==> src/fsp_pkg.sv <==
package fsp_pkg;

    // Width of the width and precision accumulators; values saturate at all ones
    localparam int NUMBER_BITS = 16;

    // Width of the width and precision fields on the result channel
    localparam int FIELD_BITS = 16;

    typedef logic [NUMBER_BITS-1:0] acc_t;

    typedef enum logic [2:0] {
        ST_IDLE  = 3'd0,
        ST_FLAGS = 3'd1,
        ST_WIDTH = 3'd2,
        ST_PREC  = 3'd3,
        ST_LEN   = 3'd4,
        ST_LEN2  = 3'd5,
        ST_CONV  = 3'd6
    } stage_t;

    // Length modifier codes; q is held internally and reported as ll
    localparam logic [2:0] LEN_NONE  = 3'd0;
    localparam logic [2:0] LEN_H     = 3'd1;
    localparam logic [2:0] LEN_L     = 3'd2;
    localparam logic [2:0] LEN_BIG_L = 3'd3;
    localparam logic [2:0] LEN_J     = 3'd4;
    localparam logic [2:0] LEN_Z     = 3'd5;
    localparam logic [2:0] LEN_T     = 3'd6;
    localparam logic [2:0] LEN_Q_RAW = 3'd7;

    localparam logic [1:0] LEN2_NONE = 2'd0;
    localparam logic [1:0] LEN2_H    = 2'd1;
    localparam logic [1:0] LEN2_L    = 2'd2;

    // Classification of one character
    typedef struct packed {
        logic       is_flag;
        logic [5:0] flag_mask;
        logic       is_digit;
        logic [3:0] digit_val;
        logic       is_dot;
        logic [2:0] len_code;
        logic       is_len2;
        logic [1:0] len2_code;
        logic       is_conv;
    } char_class_t;

    // One parsed specification
    typedef struct packed {
        logic [5:0]            flag_bits;
        logic [FIELD_BITS-1:0] field_width;
        logic                  precision_given;
        logic [FIELD_BITS-1:0] precision_value;
        logic [2:0]            length_first;
        logic [1:0]            length_second;
        logic                  conversion_found;
        logic [7:0]            conversion_char;
        logic                  last_char_used;
    } spec_t;

    // Multiply by ten and add a digit, saturating at all ones
    function automatic acc_t acc_step(acc_t acc, logic [3:0] digit);
        logic [NUMBER_BITS+3:0] ext;
        logic [NUMBER_BITS+3:0] sum;
        ext = (NUMBER_BITS + 4)'(acc);
        sum = (ext << 3) + (ext << 1) + (NUMBER_BITS + 4)'(digit);
        if (sum[NUMBER_BITS+3:NUMBER_BITS] != 4'd0)
        begin
            return '1;
        end
        return sum[NUMBER_BITS-1:0];
    endfunction

    // Fit an accumulator onto a result field
    function automatic logic [FIELD_BITS-1:0] to_field(acc_t acc);
        logic [31:0] wide;
        wide = 32'(acc);
        return wide[FIELD_BITS-1:0];
    endfunction

endpackage

==> src/fsp_char_if.sv <==
interface fsp_char_if;
    import fsp_pkg::*;

    logic       valid;
    logic       ready;
    logic [7:0] char_in;

    modport source (output valid, output char_in, input ready);
    modport sink (input valid, input char_in, output ready);
endinterface

==> src/fsp_spec_if.sv <==
interface fsp_spec_if;
    import fsp_pkg::*;

    logic                  valid;
    logic                  ready;
    logic [5:0]            flag_bits;
    logic [FIELD_BITS-1:0] field_width;
    logic                  precision_given;
    logic [FIELD_BITS-1:0] precision_value;
    logic [2:0]            length_first;
    logic [1:0]            length_second;
    logic                  conversion_found;
    logic [7:0]            conversion_char;
    logic                  last_char_used;

    modport source (
        output valid, output flag_bits, output field_width, output precision_given,
        output precision_value, output length_first, output length_second,
        output conversion_found, output conversion_char, output last_char_used,
        input ready
    );
    modport sink (
        input valid, input flag_bits, input field_width, input precision_given,
        input precision_value, input length_first, input length_second,
        input conversion_found, input conversion_char, input last_char_used,
        output ready
    );
endinterface

==> src/fsp_classify.sv <==
module fsp_classify
    import fsp_pkg::*;
(
    input  logic [7:0]  char_in,
    output char_class_t char_class
);

    // Sort the character into the sets each stage looks for
    always_comb
    begin
        char_class = '0;
        char_class.is_digit  = (char_in >= 8'h30) && (char_in <= 8'h39);
        char_class.digit_val = char_in[3:0];
        char_class.is_dot    = (char_in == 8'h2E);

        unique case (char_in)
            8'h23:   char_class.flag_mask = 6'b000001; // '#'
            8'h30:   char_class.flag_mask = 6'b000010; // '0'
            8'h2D:   char_class.flag_mask = 6'b000100; // '-'
            8'h20:   char_class.flag_mask = 6'b001000; // ' '
            8'h2B:   char_class.flag_mask = 6'b010000; // '+'
            8'h27:   char_class.flag_mask = 6'b100000; // quote
            default: char_class.flag_mask = 6'b000000;
        endcase
        char_class.is_flag = (char_class.flag_mask != 6'b000000);

        unique case (char_in)
            8'h68:   char_class.len_code = LEN_H;     // h
            8'h6C:   char_class.len_code = LEN_L;     // l
            8'h4C:   char_class.len_code = LEN_BIG_L; // L
            8'h6A:   char_class.len_code = LEN_J;     // j
            8'h7A:   char_class.len_code = LEN_Z;     // z
            8'h5A:   char_class.len_code = LEN_Z;     // Z maps to z
            8'h74:   char_class.len_code = LEN_T;     // t
            8'h71:   char_class.len_code = LEN_Q_RAW; // q
            default: char_class.len_code = LEN_NONE;
        endcase

        unique case (char_in)
            8'h68:   char_class.len2_code = LEN2_H;
            8'h6C:   char_class.len2_code = LEN2_L;
            default: char_class.len2_code = LEN2_NONE;
        endcase
        char_class.is_len2 = (char_class.len2_code != LEN2_NONE);

        // diouxXeEfFgGaAcsCSPnm%
        unique case (char_in)
            8'h64, 8'h69, 8'h6F, 8'h75, 8'h78, 8'h58,
            8'h65, 8'h45, 8'h66, 8'h46, 8'h67, 8'h47,
            8'h61, 8'h41, 8'h63, 8'h73, 8'h43, 8'h53,
            8'h50, 8'h6E, 8'h6D, 8'h25:
                char_class.is_conv = 1'b1;
            default:
                char_class.is_conv = 1'b0;
        endcase
    end

endmodule

==> src/fsp_spec_state.sv <==
module fsp_spec_state
    import fsp_pkg::*;
(
    input  logic        clk,
    input  logic        rst_n,
    input  logic        step_en,
    input  logic [7:0]  char_in,
    input  char_class_t char_class,
    output logic        result_valid,
    output spec_t       result
);

    stage_t     stage_reg, stage_next;
    logic [5:0] flags_reg, flags_next;
    acc_t       width_reg, width_next;
    logic       dot_reg, dot_next;
    acc_t       prec_reg, prec_next;
    logic [2:0] len1_reg, len1_next;
    logic [1:0] len2_reg, len2_next;

    logic is_idle;
    logic try_width;
    logic try_len;
    logic take_flag;
    logic take_wdig;
    logic take_dot;
    logic take_pdig;
    logic take_len;
    logic take_len2;
    logic spec_end;

    // Decode which stages the character is offered to, falling through in order
    assign is_idle   = !((stage_reg == ST_FLAGS) || (stage_reg == ST_WIDTH) ||
                         (stage_reg == ST_PREC)  || (stage_reg == ST_LEN)   ||
                         (stage_reg == ST_LEN2)  || (stage_reg == ST_CONV));
    assign take_flag = (stage_reg == ST_FLAGS) && char_class.is_flag;
    assign try_width = ((stage_reg == ST_FLAGS) && !char_class.is_flag) ||
                       (stage_reg == ST_WIDTH);
    assign take_wdig = try_width && char_class.is_digit;
    assign take_dot  = try_width && char_class.is_dot;
    assign take_pdig = (stage_reg == ST_PREC) && char_class.is_digit;
    assign try_len   = (try_width && !char_class.is_digit && !char_class.is_dot) ||
                       ((stage_reg == ST_PREC) && !char_class.is_digit) ||
                       (stage_reg == ST_LEN);
    assign take_len  = try_len && (char_class.len_code != LEN_NONE);
    assign take_len2 = (stage_reg == ST_LEN2) && char_class.is_len2;
    assign spec_end  = !is_idle && !take_flag && !take_wdig && !take_dot &&
                       !take_pdig && !take_len && !take_len2;

    // Next stage
    always_comb
    begin
        priority if (is_idle)
            stage_next = ST_FLAGS;
        else if (take_flag)
            stage_next = ST_FLAGS;
        else if (take_wdig)
            stage_next = ST_WIDTH;
        else if (take_dot || take_pdig)
            stage_next = ST_PREC;
        else if (take_len)
            stage_next = ST_LEN2;
        else if (take_len2)
            stage_next = ST_CONV;
        else
            stage_next = ST_IDLE;
    end

    // Accumulate spec fields; drop them all once the spec ends
    always_comb
    begin
        flags_next = flags_reg;
        width_next = width_reg;
        dot_next   = dot_reg;
        prec_next  = prec_reg;
        len1_next  = len1_reg;
        len2_next  = len2_reg;
        if (spec_end)
        begin
            flags_next = '0;
            width_next = '0;
            dot_next   = 1'b0;
            prec_next  = '0;
            len1_next  = LEN_NONE;
            len2_next  = LEN2_NONE;
        end
        else
        begin
            if (take_flag)
                flags_next = flags_reg | char_class.flag_mask;
            if (take_wdig)
                width_next = acc_step(width_reg, char_class.digit_val);
            if (take_dot)
                dot_next = 1'b1;
            if (take_pdig)
                prec_next = acc_step(prec_reg, char_class.digit_val);
            if (take_len)
                len1_next = char_class.len_code;
            if (take_len2)
                len2_next = char_class.len2_code;
        end
    end

    // Form the result from the held fields and the ending character
    always_comb
    begin
        result_valid            = step_en && spec_end;
        result.flag_bits        = flags_reg;
        result.field_width      = to_field(width_reg);
        result.precision_given  = dot_reg;
        result.precision_value  = to_field(prec_reg);
        result.length_first     = len1_reg;
        result.length_second    = len2_reg;
        if (len1_reg == LEN_Q_RAW)
        begin
            result.length_first  = LEN_L;
            result.length_second = LEN2_L;
        end
        result.conversion_found = char_class.is_conv;
        result.conversion_char  = char_class.is_conv ? char_in : 8'd0;
        result.last_char_used   = char_class.is_conv;
    end

    // Advance the parse state on each processed character
    always_ff @(posedge clk or negedge rst_n)
    begin
        if (!rst_n)
        begin
            stage_reg <= ST_IDLE;
            flags_reg <= '0;
            width_reg <= '0;
            dot_reg   <= 1'b0;
            prec_reg  <= '0;
            len1_reg  <= LEN_NONE;
            len2_reg  <= LEN2_NONE;
        end
        else if (step_en)
        begin
            stage_reg <= stage_next;
            flags_reg <= flags_next;
            width_reg <= width_next;
            dot_reg   <= dot_next;
            prec_reg  <= prec_next;
            len1_reg  <= len1_next;
            len2_reg  <= len2_next;
        end
    end

endmodule

==> src/format_specifier_parser.sv <==
// Path: an accepted item is held in the input register and parsed by the combinational
// parse step; a result it completes is loaded into the result register and offered
// on spec_chan from there.
// Throughput: one character per cycle, set by the parse step between the input
// register and the result register; a stalled result stalls input.
// Reset: rst_n clears the parse state to idle and empties both registers.
module format_specifier_parser
    import fsp_pkg::*;
(
    input  logic              clk,
    input  logic              rst_n,
    fsp_char_if.sink          char_chan,
    fsp_spec_if.source        spec_chan
);

    logic [7:0]  char_reg;
    logic        char_valid_reg, char_valid_next;
    spec_t       res_reg;
    logic        res_valid_reg, res_valid_next;

    logic        step_en;
    char_class_t char_class;
    logic        step_result_valid;
    spec_t       step_result;

    // Process the held item whenever the result register has room
    assign step_en         = char_valid_reg && (!res_valid_reg || spec_chan.ready);
    assign char_chan.ready = !char_valid_reg || step_en;

    fsp_classify u_classify (
        .char_in    (char_reg),
        .char_class (char_class)
    );

    fsp_spec_state u_spec_state (
        .clk          (clk),
        .rst_n        (rst_n),
        .step_en      (step_en),
        .char_in      (char_reg),
        .char_class   (char_class),
        .result_valid (step_result_valid),
        .result       (step_result)
    );

    // Hold the incoming item until it is processed
    assign char_valid_next = (char_chan.valid && char_chan.ready) ||
                             (char_valid_reg && !step_en);

    // Hold the result until it is taken
    assign res_valid_next = (res_valid_reg && !spec_chan.ready) || step_result_valid;

    always_ff @(posedge clk or negedge rst_n)
    begin
        if (!rst_n)
        begin
            char_valid_reg <= 1'b0;
            res_valid_reg  <= 1'b0;
        end
        else
        begin
            char_valid_reg <= char_valid_next;
            res_valid_reg  <= res_valid_next;
        end
    end

    // Load payload registers
    always_ff @(posedge clk)
    begin
        if (char_chan.valid && char_chan.ready)
            char_reg <= char_chan.char_in;
        if (step_result_valid)
            res_reg <= step_result;
    end

    // Drive the result channel
    assign spec_chan.valid            = res_valid_reg;
    assign spec_chan.flag_bits        = res_reg.flag_bits;
    assign spec_chan.field_width      = res_reg.field_width;
    assign spec_chan.precision_given  = res_reg.precision_given;
    assign spec_chan.precision_value  = res_reg.precision_value;
    assign spec_chan.length_first     = res_reg.length_first;
    assign spec_chan.length_second    = res_reg.length_second;
    assign spec_chan.conversion_found = res_reg.conversion_found;
    assign spec_chan.conversion_char  = res_reg.conversion_char;
    assign spec_chan.last_char_used   = res_reg.last_char_used;

endmodule

==> src/flat_wrapper.sv <==
// flat-port wrapper written by rule: the top's interface ports become plain ports
module format_specifier_parser_flat import fsp_pkg::*;
  (clk, rst_n, char_chan_valid, char_chan_char_in, char_chan_ready, spec_chan_valid, spec_chan_flag_bits, spec_chan_field_width, spec_chan_precision_given, spec_chan_precision_value, spec_chan_length_first, spec_chan_length_second, spec_chan_conversion_found, spec_chan_conversion_char, spec_chan_last_char_used, spec_chan_ready);
  fsp_char_if char_chan_i ();
  fsp_spec_if spec_chan_i ();
  input  logic clk;
  input  logic rst_n;
  input wire logic [$bits(char_chan_i.valid)-1:0] char_chan_valid;
  input wire logic [$bits(char_chan_i.char_in)-1:0] char_chan_char_in;
  output wire logic [$bits(char_chan_i.ready)-1:0] char_chan_ready;
  output wire logic [$bits(spec_chan_i.valid)-1:0] spec_chan_valid;
  output wire logic [$bits(spec_chan_i.flag_bits)-1:0] spec_chan_flag_bits;
  output wire logic [$bits(spec_chan_i.field_width)-1:0] spec_chan_field_width;
  output wire logic [$bits(spec_chan_i.precision_given)-1:0] spec_chan_precision_given;
  output wire logic [$bits(spec_chan_i.precision_value)-1:0] spec_chan_precision_value;
  output wire logic [$bits(spec_chan_i.length_first)-1:0] spec_chan_length_first;
  output wire logic [$bits(spec_chan_i.length_second)-1:0] spec_chan_length_second;
  output wire logic [$bits(spec_chan_i.conversion_found)-1:0] spec_chan_conversion_found;
  output wire logic [$bits(spec_chan_i.conversion_char)-1:0] spec_chan_conversion_char;
  output wire logic [$bits(spec_chan_i.last_char_used)-1:0] spec_chan_last_char_used;
  input wire logic [$bits(spec_chan_i.ready)-1:0] spec_chan_ready;
  assign char_chan_i.valid = char_chan_valid;
  assign char_chan_i.char_in = char_chan_char_in;
  assign char_chan_ready = char_chan_i.ready;
  assign spec_chan_valid = spec_chan_i.valid;
  assign spec_chan_flag_bits = spec_chan_i.flag_bits;
  assign spec_chan_field_width = spec_chan_i.field_width;
  assign spec_chan_precision_given = spec_chan_i.precision_given;
  assign spec_chan_precision_value = spec_chan_i.precision_value;
  assign spec_chan_length_first = spec_chan_i.length_first;
  assign spec_chan_length_second = spec_chan_i.length_second;
  assign spec_chan_conversion_found = spec_chan_i.conversion_found;
  assign spec_chan_conversion_char = spec_chan_i.conversion_char;
  assign spec_chan_last_char_used = spec_chan_i.last_char_used;
  assign spec_chan_i.ready = spec_chan_ready;
  format_specifier_parser u_core (.clk(clk), .rst_n(rst_n), .char_chan(char_chan_i), .spec_chan(spec_chan_i));
endmodule
==> config.mk <==
export PLATFORM = sky130hd
export DESIGN_NAME = format_specifier_parser_flat
export DESIGN_NICKNAME = d
export VERILOG_FILES = /design/src/fsp_pkg.sv /design/src/fsp_char_if.sv /design/src/fsp_spec_if.sv /design/src/fsp_classify.sv /design/src/fsp_spec_state.sv /design/src/format_specifier_parser.sv /design/src/flat_wrapper.sv
export SDC_FILE = /design/constraint.sdc
export NUM_CORES = 1
export LEC_CHECK = 0
export BUFFER_PORTS_ARGS = -buffer_cell sky130_fd_sc_hd__buf_2
export CORE_MARGIN = 2
export CORE_UTILIZATION = 45
export CTS_CLUSTER_SIZE = 10
export DETAILED_ROUTE_END_ITERATION = 8
export GPL_TIMING_DRIVEN = 0
export SLEW_MARGIN = 20
export SYNTH_ARGS = -nofsm -noshare
export SYNTH_HDL_FRONTEND = slang
export SYNTH_HIERARCHICAL = 1
export SYNTH_SLANG_ARGS = --single-unit
==> constraint.sdc <==
create_clock -name clk -period 5 [get_ports clk]
set_input_delay 0.25 -clock clk [delete_from_list [all_inputs] [get_ports clk]]
set_output_delay 0.25 -clock clk [all_outputs]
set_load 0.02 [all_outputs]
Word-level counts from Yosys, hierarchy flattened
Index checks and enable logic that the tools add are counted.
Widths: inputs -> output; s select.

word-level totals
  register bits after elaboration = 110
  input port bits = 12

operators by class
  add/subtract/negate cells = 4
  magnitude comparators = 2
  equality and inequality tests = 44
  multiplexer cells = 32
  bitwise gates (word level) = 1
  reduce and logical (&&, ||, !) cells = 67

operators with widths
  cell                number
  $eq 8x7->1 const B  29
  $mux 16             8
  $eq 8x6->1 const B  8
  $add 19x17->20      2
  $add 20x4->20       2
  $pmux 6 s6          1
  $mux 3              8
  $logic_and 1x1->1   22
  $reduce_or 22->1    1
  $pmux 3 s7          1
  $reduce_bool 2->1   7
  $logic_not 1->1     13
  $logic_or 1x1->1    13
  $eq 3x3->1 const B  4
  $mux 6              2
  $reduce_and 2->1    6
  $mux 1              9
  $ge 8x6->1 const B  1
  $le 8x6->1 const B  1
  $reduce_bool 4->1   2
  $eq 3x2->1 const B  2
  $or 6x6->6          1
  $reduce_bool 6->1   1
  $mux 2              2
  other kinds (4)     4

Longest topological paths before layout
Gate-level depths: netlist of run 1.

  word-level depth = 18
  mapped depth = 14
  gate-level depth less buffers = 11

Cells and area by module
Netlist of run 1, hierarchy kept.

modules (own cells, without submodules)
  module                   times used  cells an instance  area each (um^2)  sequential area each (um^2)
  fsp_spec_state           1           485                4236.6            1176.1
  format_specifier_parser  1           70                 1965.6            1911.8
  fsp_classify             1           76                 508.0             0.0

Least setup slack after synthesis of run 1
Ideal clock, no wire load.

  kind = flip-flop to flip-flop
  start = reg u_core.char_reg[0]
  end = reg u_core.res_reg, in the netlist u_core/spec_chan.conversion_char[0], enable pin
  arrival = 2994 ps
  required time = 4613 ps
  setup slack = 1618 ps
  cell stages (with the launch flop) = 12
  path buffers = 1
  clock period less this slack = 3382 ps
  path through = edfxtp_1 buf_6 nor2_2 nand2_1 nor4_1 o21bai_1 and2b_1 o21bai_1 a211oi_2 o32ai_1 o2111ai_2 inv_2

RTL lines
  element                   RTL line                       RTL
  start: declaration        format_specifier_parser.sv:16  logic [7:0] char_reg;
  start signal: assignment  format_specifier_parser.sv:70  char_reg <= char_chan.char_in;
  end signal: assignment    format_specifier_parser.sv:72  res_reg <= step_result;
  end: declaration          format_specifier_parser.sv:18  spec_t res_reg;

==> results of run 1 <==
==> per-stage QoR <==
stage / hold WS, ns / utilization
floorplan: -0.0456 / -
global placement: 0.431 / 0.501
detailed placement: 0.341 / 0.502
CTS: 0.0612 / 0.522
global route: 0.0738 / 0.522
finish: 0.0728 / 0.522
==> where the power goes <==
group          switching, mW  internal (mW)  leakage (nW)
registers             0.0875           1.20          1.28
logic                  0.607          0.269          2.06
clock network          0.318          0.386         0.138
total                   1.01           1.86          3.48
==> cells in the mapped netlist (4+ instances only) <==
| master | n | area share |
|---|---|---|
| or3_1 | 4 | 0.0037 |
| and3_1 | 6 | 0.0056 |
| clkbuf_1 | 7 | 0.0039 |
| buf_2 | 6 | 0.0045 |
| o21bai_1 | 7 | 0.0078 |
| and2_1 | 12 | 0.011 |
| buf_6 | 7 | 0.012 |
| nor2_1 | 35 | 0.020 |
| xor2_1 | 13 | 0.017 |
| a31oi_1 | 22 | 0.021 |
| dfrtp_1 | 49 | 0.18 |
| fa_1 | 4 | 0.012 |
| o211ai_1 | 7 | 0.0078 |
| nand4_1 | 6 | 0.0056 |
| nor3_1 | 13 | 0.0097 |
| ha_1 | 62 | 0.12 |
| nand2_1 | 29 | 0.016 |
| xnor2_1 | 8 | 0.010 |
| buf_4 | 8 | 0.0090 |
| o31ai_1 | 4 | 0.0045 |
| nor3b_1 | 5 | 0.0056 |
| nor2b_1 | 5 | 0.0047 |
| nand3_1 | 16 | 0.012 |
| a21oi_1 | 86 | 0.064 |
| o21ai_0 | 20 | 0.015 |
| nand2b_1 | 15 | 0.014 |
| inv_1 | 26 | 0.015 |
| a21o_1 | 11 | 0.012 |
| edfxtp_1 | 62 | 0.28 |
==> layer usage <==
layer	wire (µm)	up-vias	global-route usage
met2	6990	127	0.307
met5	0	-	0
li1	-	2520	-
met4	308	0	0.0756
met1	7070	2473	0.266
met3	600	21	0.0272
==> final timing paths <==
path / to / slack [ns] / from / cells past startpoint
max: u_core/spec_chan.flag_bits[4]$_DFFE_PP_ / 1.04 / u_core/char_reg[0]$_DFFE_PP_ / 11
min: u_core/char_reg[4]$_DFFE_PP_ / 0.07 / char_chan_char_in[4] / 1
max reg2reg: u_core/spec_chan.flag_bits[4]$_DFFE_PP_ / 1.04 / u_core/char_reg[0]$_DFFE_PP_ / 11
min reg2reg: u_core/spec_chan.flag_bits[4]$_DFFE_PP_ / 0.45 / u_core/u_spec_state/flags_reg[4]$_DFFE_PN0P_ / 0
max in group asynchronous: u_core/u_spec_state/prec_reg[4]$_DFFE_PN0P_ / 4.08 / rst_n / 2
min in group asynchronous: u_core/u_spec_state/prec_reg[5]$_DFFE_PN0P_ / 0.47 / rst_n / 2
==> worst max-delay path: cells and delay by family, from the launching register on <==
kind / cells / cell delay [ns]
flip-flops: 1 / 0.54
AO/OA/AOI/OAI: 5 / 1.36
buffers and inverters: 2 / 0.91
AND/OR/NAND/NOR: 4 / 0.75
==> area by class of cell <==
class	instances	area (µm²)
timing repair buffer	68	348
inverter	27	104
multi-input combinational	459	3290
fill	1315	6940
clock inverter	6	58.8
clock buffer	10	229
sequential	111	3090
buffer	34	246
tap	184	230
==> cell families (layout without fill, tap and decap cells) <==
logic type	count (synthesis)	count (layout)	share of synthesized area
compound gates	201	201	0.191
simple gates	166	166	0.135
flops	111	111	0.460
fa+ha+maj	66	66	0.128
buf+inv	61	145	0.0518
xor+xnor	21	21	0.0274
mux	5	5	0.00783
==> timing repair <==
| action | CTS | global route |
|---|---|---|
| buffers inserted | 0 | 0 |
| endpoints found under the hold margin | 49 | 0 |
| hold buffers | 1 | 0 |
==> results.toml, run 1 <==
[floorplan]
initial_core_util = 0.462
die_h_um = 126
core_area_um2 = 14500
die_area_um2 = 15900
row_count = 44
die_w_um = 126
ioPinCount = 68

[cts]
htree_levels = 3
clock_latency_ns = 0.36
cts_root_buf = "clkbuf_16"
cts_max_path_buffers = 2
clkTransAtPathRegs_ns = 0.07
numCtsBuffers = 9
cts_tree = "yes"
clkSinkCount = 111
cts_resized = 0

[power]
pwr_density_cell_nw_per_um2 = 378
peakVddDrop_mv = 0.298
power_mw = 2.87
power_leakage_nw = 3.48

[placed_design]
gp_congestion = 0.902
place_inst = 882
dpl_cell_area_um2 = 7290
io_buffer_count = 67
dp_slack_ns = 1.01
dp_hpwl_um = 11000

[setup_path]
slowest_delay_ns = 0.70
cp_common_cell = "o21bai_1"
path_cells = "buf_6 -> nor2_2 -> nand2_1 -> nor4_1 -> o21bai_1 -> and2b_1 -> o21bai_1 -> a211oi_2 -> o32ai_1 -> o2111ai_2 -> inv_4"
cp_data_required_time_ns = 4.98
cp.arrival_ns = 3.94
critPathCaptureType = "register"
startpoint_type = "register"
worst-path-max-fanout = 62
worst_path_max_delay_cell = "inv_4"
crit_type = "register to register"

[job]
drv_cap = 0

[sta]
tightest_slew_ns = 0.890
relSlewSlack = 0.398
min_period_ns = 3.96
tns_ns = 0
min_period_over_period = 0.792
fmax_mhz = 253
hold_viol_final = 0
worst_slack_ns = 1.04
rsz0062_at_grt = "false"
setup_viol_count_final = 0
drv_slew = 0
finClkSkew_ns = 0.0120

[global_route]
grt_overflow = 0
antenna_found_initial = 0
grt_first_pass_wirelength_um = 24700
grt_max_degree = 63
grt_pass1_vias = 4879
track_usage = 0.192

[synth]
syn_nets = 709
synthCells = 631
synth_edf_count = 62
synth_area_um2 = 6710
async_flop_share = 0.441
avgSynthCellArea_um2 = 10.6
yosys_warnings = 6
synth_flop_cell = "edfxtp_1"
ys_types = 80
synth_seq_area_share = 0.460
ys_ff_latch = 111

[final_layout]
drive_above_1_share = 0.178
insertedDiodeCount = 0
nets = 788
area_growth_pct = 13.1
stdcell_count = 899
layout_commonest_cell = "a21oi_1"
final_area_um2 = 7590
final_cell_mix = "a21oi_1 (86), buf_2 (72), edfxtp_1 (62), ha_1 (62), dfrtp_1 (49)"

[route]
ant_nets = 0
finalWirelength_um = 15000
drt_pass1_iterations = 5
drc_errors = 0
dr.first_iter.drc_count = 372
vias = 5141
vias_per_cell = 5.72
drt-wirelength-per-cell_um = 16.6

[worst_hold_path]
hold_path_class = "primary input to register"

[outcome]
outcome = "completed"
Note: power is estimated with default switching activity, not from simulation.
==> inputs of run 2 (changes only) <==
==> constraint.sdc (replaced) <==
create_clock -name clk -period 4 [get_ports clk]
set_input_delay 0.2 -clock clk [delete_from_list [all_inputs] [get_ports clk]]
set_output_delay 0.2 -clock clk [all_outputs]
set_load 0.02 [all_outputs]
==> results.toml, run 2 (same netlist as run 1, synthesis figures left out) <==
[placed_design]
dp_slack_ns = 0.0121
io_buffer_count = 67
gp_congestion = 0.902
dpl_cell_area_um2 = 7290
place_inst = 882
dp_hpwl_um = 11000

[floorplan]
die_h_um = 126
core_area_um2 = 14500
die_area_um2 = 15900
die_w_um = 126
ioPinCount = 68
initial_core_util = 0.462
row_count = 44

[route]
dr.first_iter.drc_count = 329
ant_nets = 0
finalWirelength_um = 14900
drt-wirelength-per-cell_um = 16.5
drc_errors = 0
vias = 5122
vias_per_cell = 5.70
drt_pass1_iterations = 5

[global_route]
grt_overflow = 0
track_usage = 0.192
grt_pass1_vias = 4879
grt_first_pass_wirelength_um = 24700
antenna_found_initial = 0
grt_max_degree = 63

[final_layout]
area_growth_pct = 13.4
insertedDiodeCount = 0
final_util = 0.524
fill_cells = 1314
multi_input_area_um2 = 3300
stdcell_count = 899
drive_above_1_share = 0.178
final_area_um2 = 7610
layout_commonest_cell = "a21oi_1"
final_cell_mix = "a21oi_1 (86), buf_2 (72), edfxtp_1 (62), ha_1 (62), dfrtp_1 (49)"
final-seq-area_um2 = 3090
nets = 788

[job]
drv_cap = 0

[worst_hold_path]
hold_path_class = "primary input to register"

[sta]
finClkSkew_ns = 0.0109
worst_slack_ns = 0.272
rsz0062_at_grt = "false"
min_period_ns = 3.73
drv_slew = 0
min_period_over_period = 0.932
tightest_slew_ns = 0.885
setup_viol_count_final = 0
fmax_mhz = 268
hold_viol_final = 0
relSlewSlack = 0.401

[cts]
numCtsBuffers = 9
post_cts_buffers = 0
clkSinkCount = 111
cts_tree = "yes"
cts_root_buf = "clkbuf_16"
htree_levels = 3
clkTransAtPathRegs_ns = 0.08
clock_latency_ns = 0.36
cts_max_path_buffers = 2

[setup_path]
worst-path-max-fanout = 10
crit_type = "register to register"
cp_data_required_time_ns = 4.23
cp.arrival_ns = 3.96
startpoint_type = "register"
critPathCaptureType = "register"

[power]
power_mw = 3.60
power_leakage_nw = 3.48
pwr_density_cell_nw_per_um2 = 473
peakVddDrop_mv = 0.261

[outcome]
outcome = "completed"
run 2: cell types whose count changed in the layout (fill, tap and decap cells not counted):
cell,before,now
o2111ai_4,0,1
o2111ai_2,1,0
inv_4,1,0
clkinv_8,0,1
run 2: final cells by class:
type                    instances  area share
plain buffers                  34      0.0324
clock buffers                  10      0.0301
clock inverters                 6     0.00773
inverters                      27      0.0150
multi-input cells             459       0.433
flip-flops and latches        111       0.406
well taps                     184      0.0302
repair buffers                 68      0.0457
run 2: where the power goes:
part / total (mW) / switching (mW) / internal (mW)
Clock: 0.879 / 0.397 / 0.483
Sequential: 1.61 / 0.109 / 1.50
Combinational: 1.11 / 0.765 / 0.344
Total: 3.60 / 1.27 / 2.33
run 2: critical path, stage by stage (launching register included):
cell and delay, ns:
edfxtp_1 0.53, buf_4 0.22, fa_1 0.56, inv_1 0.07, fa_1 0.44, nand2b_1 0.19
a21oi_1 0.28, o211ai_1 0.21, a31o_2 0.24, o31ai_1 0.27, and4_1 0.25, buf_6 0.15
buf_12 0.14, a21oi_1 0.06
run 2: worst paths after layout:
check / start / end / slack, ns / cells after the start
max in group asynchronous: rst_n / u_core/u_spec_state/prec_reg[4]$_DFFE_PN0P_ / 3.13 / 2
min: char_chan_char_in[7] / u_core/char_reg[7]$_DFFE_PP_ / 0.02 / 1
max reg2reg: u_core/char_reg[3]$_DFFE_PP_ / u_core/u_spec_state/prec_reg[14]$_DFFE_PN0P_ / 0.27 / 13
max: u_core/char_reg[3]$_DFFE_PP_ / u_core/u_spec_state/prec_reg[14]$_DFFE_PN0P_ / 0.27 / 13
min in group asynchronous: rst_n / u_core/u_spec_state/prec_reg[5]$_DFFE_PN0P_ / 0.42 / 2
min reg2reg: u_core/u_spec_state/flags_reg[4]$_DFFE_PN0P_ / u_core/spec_chan.flag_bits[4]$_DFFE_PP_ / 0.45 / 0
run 2: repair_timing:
| item | 4_1_cts | 5_1_grt |
|---|---|---|
| cloned | 0 | 0 |
| gates resized for setup | 1 | 4 |
| hold buffers | 1 | 0 |
| setup endpoints to repair | 47 | 62 |
| hold endpoints to repair | 49 | 0 |
| pin swaps | 0 | 0 |
run 2: per-stage QoR:
stage	hold slack [ns]	TNS, ns
final	0.0236	0
after global routing	0.0238	0
after CTS	0.0112	0
after detailed placement	0.291	0
after global placement	0.381	-14.16
after floorplan	-0.0956	0
run 2: layer usage:
| layer | vias up | track usage | part of all wire |
|---|---|---|---|
| li1 | 2519 | - | - |
| met1 | 2462 | 0.266 | 0.47 |
| met2 | 120 | 0.307 | 0.47 |
| met3 | 21 | 0.0272 | 0.037 |
| met4 | 0 | 0.0756 | 0.020 |
| met5 | - | 0 | 0 |
